$ cat src/assert_macros.svh
// assertion macros used by the top-level rtl file
// no dependencies
`ifndef ASSERT_MACROS_SVH
`define ASSERT_MACROS_SVH

// property must hold on every clock edge outside reset
`define ASSERT_ALWAYS(label, clk, rst_n, prop) \
    label: assert property (@(posedge clk) disable iff (!rst_n) (prop)) else $error("assertion failed");

// antecedent implies consequent in the next cycle
`define ASSERT_NEXT(label, clk, rst_n, ante, cons) \
    label: assert property (@(posedge clk) disable iff (!rst_n) (ante) |=> (cons)) else $error("assertion failed");

`endif

$ cat src/sha_pkg.sv
// sha-256 package: command codes, constants, round helpers, fsm state type
// no dependencies
package sha_pkg;

    localparam int QueueDepth = 4;
    localparam int BufDepth   = 64;

    typedef enum logic {
        CMD_ABSORB = 1'b0,
        CMD_FINISH = 1'b1
    } cmd_t;

    typedef struct packed {
        logic       cmd;
        logic [7:0] data_byte;
    } item_t;

    typedef enum logic [3:0] {
        ST_IDLE,
        ST_ABSORB,
        ST_LOAD,
        ST_ROUND,
        ST_ADD,
        ST_PAD,
        ST_LEN,
        ST_EMIT
    } state_t;

    localparam logic [255:0] InitH = {
        32'h6a09e667, 32'hbb67ae85, 32'h3c6ef372, 32'ha54ff53a,
        32'h510e527f, 32'h9b05688c, 32'h1f83d9ab, 32'h5be0cd19
    };

    localparam logic [7:0] PadByte = 8'h80;

    function automatic logic [31:0] round_k(input logic [5:0] t);
        logic [31:0] k;
        begin
            unique case (t)
                6'd0:  k = 32'h428a2f98; 6'd1:  k = 32'h71374491;
                6'd2:  k = 32'hb5c0fbcf; 6'd3:  k = 32'he9b5dba5;
                6'd4:  k = 32'h3956c25b; 6'd5:  k = 32'h59f111f1;
                6'd6:  k = 32'h923f82a4; 6'd7:  k = 32'hab1c5ed5;
                6'd8:  k = 32'hd807aa98; 6'd9:  k = 32'h12835b01;
                6'd10: k = 32'h243185be; 6'd11: k = 32'h550c7dc3;
                6'd12: k = 32'h72be5d74; 6'd13: k = 32'h80deb1fe;
                6'd14: k = 32'h9bdc06a7; 6'd15: k = 32'hc19bf174;
                6'd16: k = 32'he49b69c1; 6'd17: k = 32'hefbe4786;
                6'd18: k = 32'h0fc19dc6; 6'd19: k = 32'h240ca1cc;
                6'd20: k = 32'h2de92c6f; 6'd21: k = 32'h4a7484aa;
                6'd22: k = 32'h5cb0a9dc; 6'd23: k = 32'h76f988da;
                6'd24: k = 32'h983e5152; 6'd25: k = 32'ha831c66d;
                6'd26: k = 32'hb00327c8; 6'd27: k = 32'hbf597fc7;
                6'd28: k = 32'hc6e00bf3; 6'd29: k = 32'hd5a79147;
                6'd30: k = 32'h06ca6351; 6'd31: k = 32'h14292967;
                6'd32: k = 32'h27b70a85; 6'd33: k = 32'h2e1b2138;
                6'd34: k = 32'h4d2c6dfc; 6'd35: k = 32'h53380d13;
                6'd36: k = 32'h650a7354; 6'd37: k = 32'h766a0abb;
                6'd38: k = 32'h81c2c92e; 6'd39: k = 32'h92722c85;
                6'd40: k = 32'ha2bfe8a1; 6'd41: k = 32'ha81a664b;
                6'd42: k = 32'hc24b8b70; 6'd43: k = 32'hc76c51a3;
                6'd44: k = 32'hd192e819; 6'd45: k = 32'hd6990624;
                6'd46: k = 32'hf40e3585; 6'd47: k = 32'h106aa070;
                6'd48: k = 32'h19a4c116; 6'd49: k = 32'h1e376c08;
                6'd50: k = 32'h2748774c; 6'd51: k = 32'h34b0bcb5;
                6'd52: k = 32'h391c0cb3; 6'd53: k = 32'h4ed8aa4a;
                6'd54: k = 32'h5b9cca4f; 6'd55: k = 32'h682e6ff3;
                6'd56: k = 32'h748f82ee; 6'd57: k = 32'h78a5636f;
                6'd58: k = 32'h84c87814; 6'd59: k = 32'h8cc70208;
                6'd60: k = 32'h90befffa; 6'd61: k = 32'ha4506ceb;
                6'd62: k = 32'hbef9a3f7; 6'd63: k = 32'hc67178f2;
                default: k = 32'h0;
            endcase
            return k;
        end
    endfunction

    function automatic logic [31:0] ror(input logic [31:0] x, input int n);
        return (x >> n) | (x << (32 - n));
    endfunction

endpackage

$ cat src/sha_ram.sv
// generic single-port ram with registered read
// no dependencies
module sha_ram #(
    parameter int Width = 8,
    parameter int Depth = 64
) (
    input  logic                     clk,
    input  logic                     we,
    input  logic [$clog2(Depth)-1:0] addr,
    input  logic [Width-1:0]         wdata,
    output logic [Width-1:0]         rdata
);
    logic [Width-1:0] mem [Depth];

    always_ff @(posedge clk)
    begin
        if (we)
        begin
            mem[addr] <= wdata;
        end
        rdata <= mem[addr];
    end
endmodule

$ cat src/sha_front.sv
// front end: accepts command/byte items and queues them for the core
// depends on sha_pkg
module sha_front #(
    parameter int Depth = sha_pkg::QueueDepth
) (
    input  logic           clk,
    input  logic           rst_n,
    input  logic           push,
    output logic           full,
    input  sha_pkg::item_t in_item,
    input  logic           take,
    output logic           avail,
    output sha_pkg::item_t out_item
);
    import sha_pkg::*;

    localparam int Aw = $clog2(Depth);

    item_t            q_reg [Depth];
    logic [Aw-1:0]    wr_reg, rd_reg;
    logic [Aw:0]      cnt_reg;
    logic             do_push, do_pop;

    assign full     = (cnt_reg == (Aw+1)'(Depth));
    assign avail    = (cnt_reg != '0);
    assign out_item = q_reg[rd_reg];
    assign do_push  = push && !full;
    assign do_pop   = take && avail;

    always_ff @(posedge clk)
    begin
        if (do_push)
        begin
            q_reg[wr_reg] <= in_item;
        end
    end

    always_ff @(posedge clk or negedge rst_n)
    begin
        if (!rst_n)
        begin
            wr_reg  <= '0;
            rd_reg  <= '0;
            cnt_reg <= '0;
        end
        else
        begin
            if (do_push)
            begin
                wr_reg <= wr_reg + 1'b1;
            end
            if (do_pop)
            begin
                rd_reg <= rd_reg + 1'b1;
            end
            cnt_reg <= cnt_reg + (Aw+1)'(do_push) - (Aw+1)'(do_pop);
        end
    end
endmodule

$ cat src/sha_core.sv
// back end: block buffer, message schedule, round loop, padding, digest output
// depends on sha_pkg and sha_ram
module sha_core (
    input  logic           clk,
    input  logic           rst_n,
    input  logic           avail,
    input  sha_pkg::item_t item,
    output logic           take,
    output logic           empty,
    input  logic           pop,
    output logic [31:0]    digest_word,
    output logic [2:0]     word_index,
    output logic           last_word
);
    import sha_pkg::*;

    state_t          state_reg, state_next;
    logic [5:0]      fill_reg, fill_next;
    logic [63:0]     len_reg, len_next;
    logic [255:0]    h_reg, h_next;
    logic [255:0]    v_reg, v_next;
    logic [511:0]    w_reg, w_next;
    logic [6:0]      cnt_reg, cnt_next;
    logic [63:0]     total_reg, total_next;
    logic            fin_reg, fin_next;
    logic            pad2_reg, pad2_next;
    logic            ovalid_reg, ovalid_next;
    logic [2:0]      oidx_reg, oidx_next;

    logic            ram_we;
    logic [5:0]      ram_addr;
    logic [7:0]      ram_wdata, ram_rdata;

    sha_ram #(.Width(8), .Depth(BufDepth)) u_buf (
        .clk   (clk),
        .we    (ram_we),
        .addr  (ram_addr),
        .wdata (ram_wdata),
        .rdata (ram_rdata)
    );

    // round datapath
    logic [31:0] a, b, c, d, e, f, g, h, t1, t2, wt, wnew, w1, w14;
    assign {a, b, c, d, e, f, g, h} = v_reg;
    assign wt  = w_reg[511:480];
    assign w1  = w_reg[479:448];
    assign w14 = w_reg[63:32];
    assign wnew = (ror(w14, 17) ^ ror(w14, 19) ^ (w14 >> 10)) + w_reg[223:192]
                + (ror(w1, 7) ^ ror(w1, 18) ^ (w1 >> 3)) + wt;
    assign t1 = h + (ror(e, 6) ^ ror(e, 11) ^ ror(e, 25)) + ((e & f) ^ (~e & g))
              + round_k(cnt_reg[5:0]) + wt;
    assign t2 = (ror(a, 2) ^ ror(a, 13) ^ ror(a, 22)) + ((a & b) ^ (a & c) ^ (b & c));

    logic [255:0] h_sum;
    always_comb
    begin
        for (int i = 0; i < 8; i++)
        begin
            h_sum[i*32 +: 32] = h_reg[i*32 +: 32] + v_reg[i*32 +: 32];
        end
    end

    assign empty       = !ovalid_reg;
    assign digest_word = h_reg[255 - 32*oidx_reg -: 32];
    assign word_index  = oidx_reg;
    assign last_word   = (oidx_reg == 3'd7);

    always_ff @(posedge clk or negedge rst_n)
    begin
        if (!rst_n)
        begin
            state_reg  <= ST_IDLE;
            fill_reg   <= '0;
            len_reg    <= '0;
            h_reg      <= InitH;
            cnt_reg    <= '0;
            fin_reg    <= 1'b0;
            pad2_reg   <= 1'b0;
            ovalid_reg <= 1'b0;
            oidx_reg   <= '0;
        end
        else
        begin
            state_reg  <= state_next;
            fill_reg   <= fill_next;
            len_reg    <= len_next;
            h_reg      <= h_next;
            cnt_reg    <= cnt_next;
            fin_reg    <= fin_next;
            pad2_reg   <= pad2_next;
            ovalid_reg <= ovalid_next;
            oidx_reg   <= oidx_next;
        end
    end

    always_ff @(posedge clk)
    begin
        v_reg     <= v_next;
        w_reg     <= w_next;
        total_reg <= total_next;
    end

    // padding byte for a buffer position during finish
    function automatic logic [7:0] pad_byte(input logic [5:0] p, input logic [5:0] pos,
                                            input logic second, input logic [63:0] tot);
        logic [7:0] r;
        begin
            if (p >= 6'd56 && !second && pos < 6'd56)
            begin
                r = tot[63 - 8*(p - 6'd56) -: 8];
            end
            else if (p >= 6'd56 && second)
            begin
                r = tot[63 - 8*(p - 6'd56) -: 8];
            end
            else if (!second && p == pos)
            begin
                r = PadByte;
            end
            else
            begin
                r = 8'h00;
            end
            return r;
        end
    endfunction

    always_comb
    begin
        state_next  = state_reg;
        fill_next   = fill_reg;
        len_next    = len_reg;
        h_next      = h_reg;
        v_next      = v_reg;
        w_next      = w_reg;
        cnt_next    = cnt_reg;
        total_next  = total_reg;
        fin_next    = fin_reg;
        pad2_next   = pad2_reg;
        ovalid_next = ovalid_reg;
        oidx_next   = oidx_reg;
        take        = 1'b0;
        ram_we      = 1'b0;
        ram_addr    = cnt_reg[5:0];
        ram_wdata   = 8'h00;

        unique case (state_reg)
            ST_IDLE:
            begin
                if (avail)
                begin
                    take = 1'b1;
                    if (item.cmd == CMD_ABSORB)
                    begin
                        ram_we    = 1'b1;
                        ram_addr  = fill_reg;
                        ram_wdata = item.data_byte;
                        fill_next = fill_reg + 6'd1;
                        if (fill_reg == 6'd63)
                        begin
                            fin_next   = 1'b0;
                            cnt_next   = '0;
                            state_next = ST_LOAD;
                        end
                    end
                    else
                    begin
                        total_next = len_reg + {55'd0, fill_reg, 3'd0};
                        fin_next   = 1'b1;
                        pad2_next  = 1'b0;
                        cnt_next   = {1'b0, fill_reg};
                        state_next = ST_PAD;
                    end
                end
            end
            ST_PAD:
            begin
                // write 0x80, zeros and (if room) the length up to the block end
                ram_we    = 1'b1;
                ram_addr  = cnt_reg[5:0];
                ram_wdata = pad_byte(cnt_reg[5:0], fill_reg, 1'b0, total_reg);
                if (cnt_reg[5:0] == 6'd63)
                begin
                    cnt_next   = '0;
                    state_next = ST_LOAD;
                end
                else
                begin
                    cnt_next = cnt_reg + 7'd1;
                end
            end
            ST_LEN:
            begin
                // second padding block: zeros then the length
                ram_we    = 1'b1;
                ram_addr  = cnt_reg[5:0];
                ram_wdata = pad_byte(cnt_reg[5:0], fill_reg, 1'b1, total_reg);
                if (cnt_reg[5:0] == 6'd63)
                begin
                    cnt_next   = '0;
                    state_next = ST_LOAD;
                end
                else
                begin
                    cnt_next = cnt_reg + 7'd1;
                end
            end
            ST_LOAD:
            begin
                // registered read data follows its address in the next cycle; shift it into the schedule
                ram_addr = cnt_reg[5:0];
                if (cnt_reg != 7'd0)
                begin
                    w_next = {w_reg[503:0], ram_rdata};
                end
                if (cnt_reg == 7'd64)
                begin
                    cnt_next   = '0;
                    v_next     = h_reg;
                    state_next = ST_ROUND;
                end
                else
                begin
                    cnt_next = cnt_reg + 7'd1;
                end
            end
            ST_ROUND:
            begin
                v_next   = {t1 + t2, a, b, c, d + t1, e, f, g};
                w_next   = {w_reg[479:0], wnew};
                cnt_next = cnt_reg + 7'd1;
                if (cnt_reg == 7'd63)
                begin
                    state_next = ST_ADD;
                end
            end
            ST_ADD:
            begin
                h_next = h_sum;
                if (!fin_reg)
                begin
                    len_next   = len_reg + 64'd512;
                    state_next = ST_IDLE;
                end
                else if (fill_reg >= 6'd56 && !pad2_reg)
                begin
                    pad2_next  = 1'b1;
                    cnt_next   = '0;
                    state_next = ST_LEN;
                end
                else
                begin
                    ovalid_next = 1'b1;
                    oidx_next   = '0;
                    state_next  = ST_EMIT;
                end
            end
            ST_EMIT:
            begin
                if (pop)
                begin
                    if (oidx_reg == 3'd7)
                    begin
                        ovalid_next = 1'b0;
                        oidx_next   = '0;
                        h_next      = InitH;
                        len_next    = '0;
                        fill_next   = '0;
                        fin_next    = 1'b0;
                        state_next  = ST_IDLE;
                    end
                    else
                    begin
                        oidx_next = oidx_reg + 3'd1;
                    end
                end
            end
            default:
            begin
                state_next = ST_IDLE;
            end
        endcase
    end
endmodule

$ cat src/sha256_byte_stream_hasher.sv
// sha-256 over a byte stream: absorb one byte a cycle while idle and the queue holds data;
// per block: 64 buffer reads into the schedule, then 64 rounds, one round a cycle, then the add
// finish: pad sweep from the pending fill position to the block end, one compression, 8 words
// with 56 or more bytes pending a length sweep and a second compression follow
// the 4-entry input queue lets bytes arrive while a block compresses
// reset (rst_n low, async): hash returns to initial values, length and fill cleared
module sha256_byte_stream_hasher #(
    parameter int QueueDepth = sha_pkg::QueueDepth
) (
    input  logic        clk,
    input  logic        rst_n,
    input  logic        push,
    output logic        full,
    input  logic        cmd,
    input  logic [7:0]  data_byte,
    output logic        empty,
    input  logic        pop,
    output logic [31:0] digest_word,
    output logic [2:0]  word_index,
    output logic        last_word
);
    import sha_pkg::*;
    `include "assert_macros.svh"

    item_t in_item, q_item;
    logic  avail, take;

    assign in_item.cmd       = cmd;
    assign in_item.data_byte = data_byte;

    sha_front #(.Depth(QueueDepth)) u_front (
        .clk      (clk),
        .rst_n    (rst_n),
        .push     (push),
        .full     (full),
        .in_item  (in_item),
        .take     (take),
        .avail    (avail),
        .out_item (q_item)
    );

    sha_core u_core (
        .clk         (clk),
        .rst_n       (rst_n),
        .avail       (avail),
        .item        (q_item),
        .take        (take),
        .empty       (empty),
        .pop         (pop),
        .digest_word (digest_word),
        .word_index  (word_index),
        .last_word   (last_word)
    );

    `ASSERT_ALWAYS(a_take_needs_avail, clk, rst_n, !take || avail)
    `ASSERT_ALWAYS(a_last_on_seven, clk, rst_n, empty || (last_word == (word_index == 3'd7)))
    `ASSERT_NEXT(a_index_steps, clk, rst_n, !empty && pop && !last_word,
                 !empty && word_index == $past(word_index) + 3'd1)
endmodule
$ cat config.mk
export PLATFORM = sky130hd
export DESIGN_NAME = sha256_byte_stream_hasher
export DESIGN_NICKNAME = d
export VERILOG_FILES = /design/src/sha_pkg.sv /design/src/sha_ram.sv /design/src/sha_front.sv /design/src/sha_core.sv /design/src/sha256_byte_stream_hasher.sv
export VERILOG_INCLUDE_DIRS = /design/src /design/src/src
export SDC_FILE = /design/constraint.sdc
export NUM_CORES = 2
export LEC_CHECK = 0
export ABC_AREA = 1
export BUFFER_PORTS_ARGS = -buffer_cell sky130_fd_sc_hd__buf_4
export CELL_PAD_IN_SITES_DETAIL_PLACEMENT = 1
export CELL_PAD_IN_SITES_GLOBAL_PLACEMENT = 2
export CORE_MARGIN = 2
export CORE_UTILIZATION = 40
export DETAILED_ROUTE_END_ITERATION = 6
export GPL_TIMING_DRIVEN = 0
export PLACE_DENSITY = 0.87
export SLEW_MARGIN = 20
export SYNTH_ARGS = -nofsm -noshare
export SYNTH_HDL_FRONTEND = slang
export SYNTH_SLANG_ARGS = --single-unit
$ cat constraint.sdc
create_clock -name clk -period 51.8 [get_ports clk]
set_clock_uncertainty 0.2 [all_clocks]
set_input_delay 2.59 -clock clk [delete_from_list [all_inputs] [get_ports clk]]
set_output_delay 2.59 -clock clk [all_outputs]
set_load 0.01 [all_outputs]
; ---- After elaboration in Yosys (flattened, before gate mapping)
; Memories as Yosys holds them, arrays and structs flattened. A register that Yosys moved wholly into a read port is not among the register bits.
; Index checks and enable logic that the tools add are counted.
[totals]
inputBits = 13
mem_bits_ro = 2048
ramBits = 548
output_inout_bits = 38
reg_bits = 1182
wordCells = 207
n_memories = 3
[classes]
n_eq_ne = 27
n_bitwise = 27
shift = 2
n_lt_le_gt_ge = 3
muxes = 72
addsub = 30
n_reduce_logical = 28
[memory_table]
columns = memory, depth, width, rd, rd_ports_with_merged_regs, write_ports, line_no
row1 = (name not given), 64, 32, 1, 0, 0, sha_pkg.sv:39  ; unique case (t)
row2 = u_core.u_buf.mem, 64, 8, 1, 1, 1, sha_ram.sv:13  ; logic [Width-1:0] mem [Depth];
row3 = u_front.q_reg, 4, 9, 1, 0, 1, sha_front.sv:19  ; item_t q_reg [Depth];
[ops]
columns = operator, count
row1 = $pmux W256 S2, 2
row2 = $pmux W512 S2, 1
row3 = $mux W256, 3
row4 = $add A32 B32 Y32, 18
row5 = $mux W512, 1
row6 = $xor A32 B32 Y32, 9
row7 = $shiftx A287 B33 Y32, 1
row8 = $mux W64, 3
row9 = $and A32 B32 Y32, 5
row10 = $pmux W64 S2, 1
row11 = $shiftx A71 B33 Y8, 1
row12 = $add A64 B10 Y64 const B, 1
row13 = $add A64 B9 Y64, 1
row14 = $mux W7, 7
row15 = $mux W6, 7
row16 = $mux W8, 5
row17 = $mux W4, 9
row18 = $pmux W7 S5, 1
row19 = $not A32 Y32, 1
row20 = $or A10 B32 Y32, 1
row21 = $or A13 B32 Y32, 1
row22 = $or A14 B32 Y32, 1
row23 = $or A15 B32 Y32, 1
row24 = $or A19 B32 Y32, 1
row25 = 48 further kinds, 107

; ---- Depth between registers and ports, before layout
[logic_depth]
word_depth = 9
depth_mapped = 45
ltp_nobuf = 44

; ---- Cells and area by module
; From an unflattened synthesis, not the netlist that was laid out.
[hier_totals]
cells_unflattened = 12945
area_unflattened_um2 = 106882.5
[modules_own_cells]
columns = module, cells_each, n_inst, area_each_um2
row1 = sha_core, 10608, 1, 82989.6
row2 = sha_ram, 2167, 1, 22044.9
row3 = sha_front, 170, 1, 1848.0

; ---- Least setup slack after synthesis
; No wires, ideal clock.
[synth_timing]
path_kind = flip-flop to flip-flop
startpoint = reg u_core.cnt_reg[0]
endpoint = reg u_core.w_reg[0] (enable)
period_less_slack_ns = 39.156
slack_ns = 12.644
setup_time_ns = 2.097
arrival_ns = 36.859
stages_incl_launch_ff = 8
required_ns = 49.503
path_buffers = 0
cell_sequence = dfrtp_1 -> clkinv_1 -> ha_1 -> inv_1 -> nor3_1 -> inv_1 -> nor3_1 -> o21ai_0
[synth_between]
elab_chain_cells = 3
[synth_rtl]
columns = element, line_no
row1 = from (decl), sha_core.sv:23  ; logic [6:0] cnt_reg, cnt_next;
row2 = from (signal assigned), sha_core.sv:88  ; cnt_reg <= cnt_next;
row3 = $reduce_bool A7 Y1, sha_core.sv:212  ; if (cnt_reg != 7'd0)
row4 = $ne A2 B1 Y1 (no source line), n/a
row5 = $reduce_and A2 Y1 (no source line), n/a
row6 = to (signal assigned), sha_core.sv:99  ; w_reg <= w_next;
row7 = to (decl), sha_core.sv:22  ; logic [511:0] w_reg, w_next;
; No other way between the ends.
; A chain may end at the register's enable or synchronous reset.

; ---- Final worst setup path
[layout_timing]
startpoint = reg u_core.cnt_reg[0]
endpoint = reg u_core.v_reg[255], data pin
[layout_between]
elab_chain_cells = 5
[layout_rtl]
columns = element, line_no
row1 = $mem_v2 Z64 W32, n/a
row2 = $add A32 B32 Y32 (2 in a row), sha_core.sv:51  ; + round_k(cnt_reg[5:0]) + wt;
row3 = $add A32 B32 Y32, sha_core.sv:229  ; v_next = {t1 + t2, a, b, c, d + t1, e, f, g};
row4 = $pmux W256 S2, sha_core.sv:147  ; unique case (state_reg)
row5 = named net u_core.v_next[255], sha_core.sv:21  ; logic [255:0] v_reg, v_next;
row6 = to (signal assigned), sha_core.sv:98  ; v_reg <= v_next;
row7 = to (decl), sha_core.sv:21
; The timed path passes the listed nets, and every way through them passes these cells.

==> metrics.log <==
INFO  metric run_status = complete, but fails checks
INFO  metric violations_in_the_final_reports = DRC
INFO  metric global_route.overflow_total = 0
INFO  metric clockPowerShare = 0.489
INFO  metric synth-seq-cells = 1725
INFO  metric synthXorXnorAreaFrac = 0.03394
INFO  metric first_global_vias = 99350
INFO  metric drv_slew = 0
INFO  metric post_cts.repair.setup_buffers = 0
INFO  metric hold_path.class = flip-flop to flip-flop
INFO  metric start_util = 0.4011
INFO  metric clock_slew_at_the_register_clock_pins_of_the_worst_setup_and_hold_paths = 0.06 ns
INFO  metric cp_data_required_time = 52.23 ns
INFO  metric initial_drc_count = 11170
INFO  metric setup.worst_path.start_class = flip-flop
INFO  metric final_setup_fails = 0
INFO  metric route.final.wire_length = 531500 um
INFO  metric post_route_cells_drive_above_1_share = 0.06503
INFO  metric nets = 13690
INFO  metric synth_top_family_by_area = simple AND/OR/NAND/NOR gates
INFO  metric ys_warn_count = 0
INFO  metric finalWorstPathRequiredPeriod = 12.04 ns
INFO  metric ir_worst_vdd = 0.02844 mV
INFO  metric postSynthNetCount = 13330
INFO  metric dp_hpwl = 424900 um
INFO  metric timing_worst_setup_path_type = flip-flop to flip-flop
INFO  metric worst_hold_slack = 0.2833 ns
INFO  metric critPathMaxStageDelay = 0.87 ns
INFO  metric cts_made_buffers = 207
INFO  metric io_pins = 51
INFO  metric critical_path.max_fanout = 11
INFO  metric weighted_congestion_at_the_end_of_routability_driven_global_placement = 1.043
INFO  metric routed.top_layer = met5
INFO  metric cts_max_path_buffers = 4
INFO  metric r2r-start = u_core.cnt_reg[0]$_DFFE_PN0P_
INFO  metric ys_top_cells_by_area = edfxtp_1 (39%), nand2_1 (15%), dfrtp_1 (4.8%), ha_1 (4.7%), o21ai_0 (4.6%)
INFO  metric route.detailed.drc = 2
INFO  metric grt_use_total = 0.3854
INFO  metric die_w = 518.9 um
INFO  metric fp-row-count = 189
INFO  metric die_area = 0.2693 mm^2
INFO  metric cts-hold-fix-buffers = 0
INFO  metric antenna_found_initial = 48
INFO  metric startpoint = u_core.cnt_reg[0]$_DFFE_PN0P_
INFO  metric die_boundary_height = 518.9 um
INFO  metric cts_repair_resize_count = 0
INFO  metric asyncSetResetFlopFracSynth = 0.1971
INFO  metric final_cell_mix = nand2_1 (4337), edfxtp_1 (1377), inv_1 (1247)
INFO  metric maxClockFrequency = 83.05 MHz
INFO  metric synth-edff-count = 1377
INFO  metric mostFrequentLayoutCell = nand2_1
INFO  metric power.switching_fraction = 0.2317
INFO  metric layout.filler_cells = 31410
INFO  metric fraction_of_the_mapped_netlist_area_in_compound_gates = 0.1226
INFO  metric power.share.combinational = 0.021
INFO  metric crit_slowest_cell = a221oi_1
INFO  metric area_taken_by_multi_input_logic_gates = 0.04914 mm^2
INFO  metric p_switching = 0.7047 mW
INFO  metric tritoncts = yes
INFO  metric critical_path_arrival = 12.47 ns
INFO  metric synth_simple_gate_area_share = 0.2151
INFO  metric post-synth-top-area-cell = edfxtp_1
INFO  metric yosys_most_used_dff = edfxtp_1
INFO  metric drt_pre_antenna_iters = 7
INFO  metric maxCapViolations = 0
INFO  metric report.final.hold_viol_count = 0
INFO  metric timing.critical_path.mode_cell = nand2_1
INFO  metric p_int = 2.336 mW
INFO  metric post-synth-top-area-fraction = 0.3899
INFO  metric buffer_ports.inserted = 50
INFO  metric syn_area = 0.1061 mm^2
INFO  metric routed-wl-met2 = 233100 um
INFO  metric areaGrowthSynthToFinish = 13.33%
INFO  metric syn_avg_cell_area = 8.341 um^2
INFO  metric clock_tree.htree_level_count = 4
INFO  metric power.density = 25.30 mW/mm^2
INFO  metric worst_slew_pin_slew = 1.315 ns
INFO  metric cts.sink_count = 1725
INFO  metric met1Wirelength = 222700 um
INFO  metric rsz_0062_raised_after_global_routing = false
INFO  metric finish.utilization = 0.4546
INFO  metric number_of_nets_with_antenna_violations_after_routing = 0
INFO  metric synth_cell_types = 69
INFO  metric final_cell_area = 0.1202 mm^2
INFO  metric worst_skew_pair.late_latency = 0.93 ns
INFO  metric postSynthCellCount = 12710
INFO  metric route.met3.wl = 48240 um
INFO  metric area.sequential = 0.05019 mm^2
INFO  metric via_count = 98580
INFO  metric sequentialPowerShare = 0.491
INFO  metric detailed_place.area = 0.1134 mm^2
INFO  metric synth-adder-area-share = 0.08613
INFO  metric period_share = 0.2324
INFO  metric ratio_of_routed_vias_to_standard_cells = 5.863
INFO  metric p_leak = 52.31 nW
INFO  metric worst_hold_startpoint = u_core.len_reg[63]$_DFFE_PN0P_
INFO  metric floorplan.core_area = 0.2644 mm^2
INFO  metric max_slew_headroom = 0.1230
INFO  metric grt_max_degree = 83
INFO  metric cp_capture_type = flip-flop
INFO  metric grt_pass1_wl = 742800 um
INFO  metric synth_sequential_area_ratio = 0.4732
INFO  metric synth_mux_area_frac = 0.001805
INFO  metric clock-root-buffer = clkbuf_16
INFO  metric wl_per_cell = 31.61 um
## synthesized netlist by cell type (127+ instances only)
master       n
nand3_1    434
o21ai_0    967
nor3_1     127
fa_1       196
nor2_1     704
a21oi_1    744
inv_1     1247
dfrtp_1    204
dfstp_2    136
o22ai_1    154
clkbuf_1   479
nand2_1   4337
edfxtp_1  1377
xor2_1     241
xnor2_1    170
ha_1       402
## layout make-up
cell class / count / share of cell area
sequential: 1725 / 0.4176
multi-input combinational: 9125 / 0.4089
clock buffer: 268 / 0.04593
inverter: 1267 / 0.03957
tap: 3533 / 0.03678
timing repair buffer: 160 / 0.02127
buffer: 597 / 0.02014
clock inverter: 114 / 0.009349
antenna: 24 / 0.0004997
## power by group through the flow
| stage | clock network, mW | registers [mW] | logic, mW |
|---|---|---|---|
| after floorplan | 0 | 1.52 | 0.0233 |
| after global placement | 0 | 1.52 | 0.0581 |
| after detailed placement | 0 | 1.52 | 0.0618 |
| after CTS | 1.50 | 1.49 | 0.0622 |
| after global routing | 1.54 | 1.49 | 0.0648 |
| final | 1.49 | 1.49 | 0.0635 |
## critical path: cells and delay by family (launching register included)
family,cells,cell delay (ns)
adders and majority gates,7,3.81
and+or+nand+nor,19,3.68
AOI/OAI and AO/OA,3,1.39
buffers and inverters,5,1.24
xor gates and xnor gates,1,0.78
DFF,1,0.65
## per-stage QoR
stage,TNS [ns],setup WS (ns),power (mW),instances
6_report,0,39.76,3.041,16810
5_1_grt,0,39.46,3.099,16790
4_1_cts,0,40.08,3.051,16790
3_5_place_dp,0,40.13,1.582,16410
3_3_place_gp,-2505.29,-5.004,1.577,16300
2_1_floorplan,0,12.64,1.542,12710
## layer usage
metal  up-vias  GRT usage
li1      43030          -
met1     50020     0.5268
met2      4549     0.5939
met3       979    0.07491
met4         6     0.1684
met5         -          0
## worst paths after layout
kind | cells after the start | endpoint | slack [ns]
hold / removal | 1 | u_core.len_reg[63]$_DFFE_PN0P_ | 0.28
setup reg to reg | 35 | u_core.v_reg[255]$_DFFE_PP_ | 39.76
max in group asynchronous | 4 | u_core.len_reg[61]$_DFFE_PN0P_ | 48.14
min in group asynchronous | 1 | u_core.h_reg[252]$_DFFE_PN0P_ | 1.38
setup / recovery | 35 | u_core.v_reg[255]$_DFFE_PP_ | 39.76
hold reg to reg | 1 | u_core.len_reg[63]$_DFFE_PN0P_ | 0.28
## kinds of logic (layout without fill, tap and decap cells)
group                    count (synthesis)  count (layout)
other                                    0              24
AO/OA/AOI/OAI                         2317            2317
multiplexers                            19              19
AND/OR/NAND/NOR                       5762            5762
XOR/XNOR                               411             411
adder cells (fa/ha/maj)                616             616
flip-flops                            1725            1725
buffers and inverters                 1864            2406
Note: power is estimated with default switching activity, not from simulation.
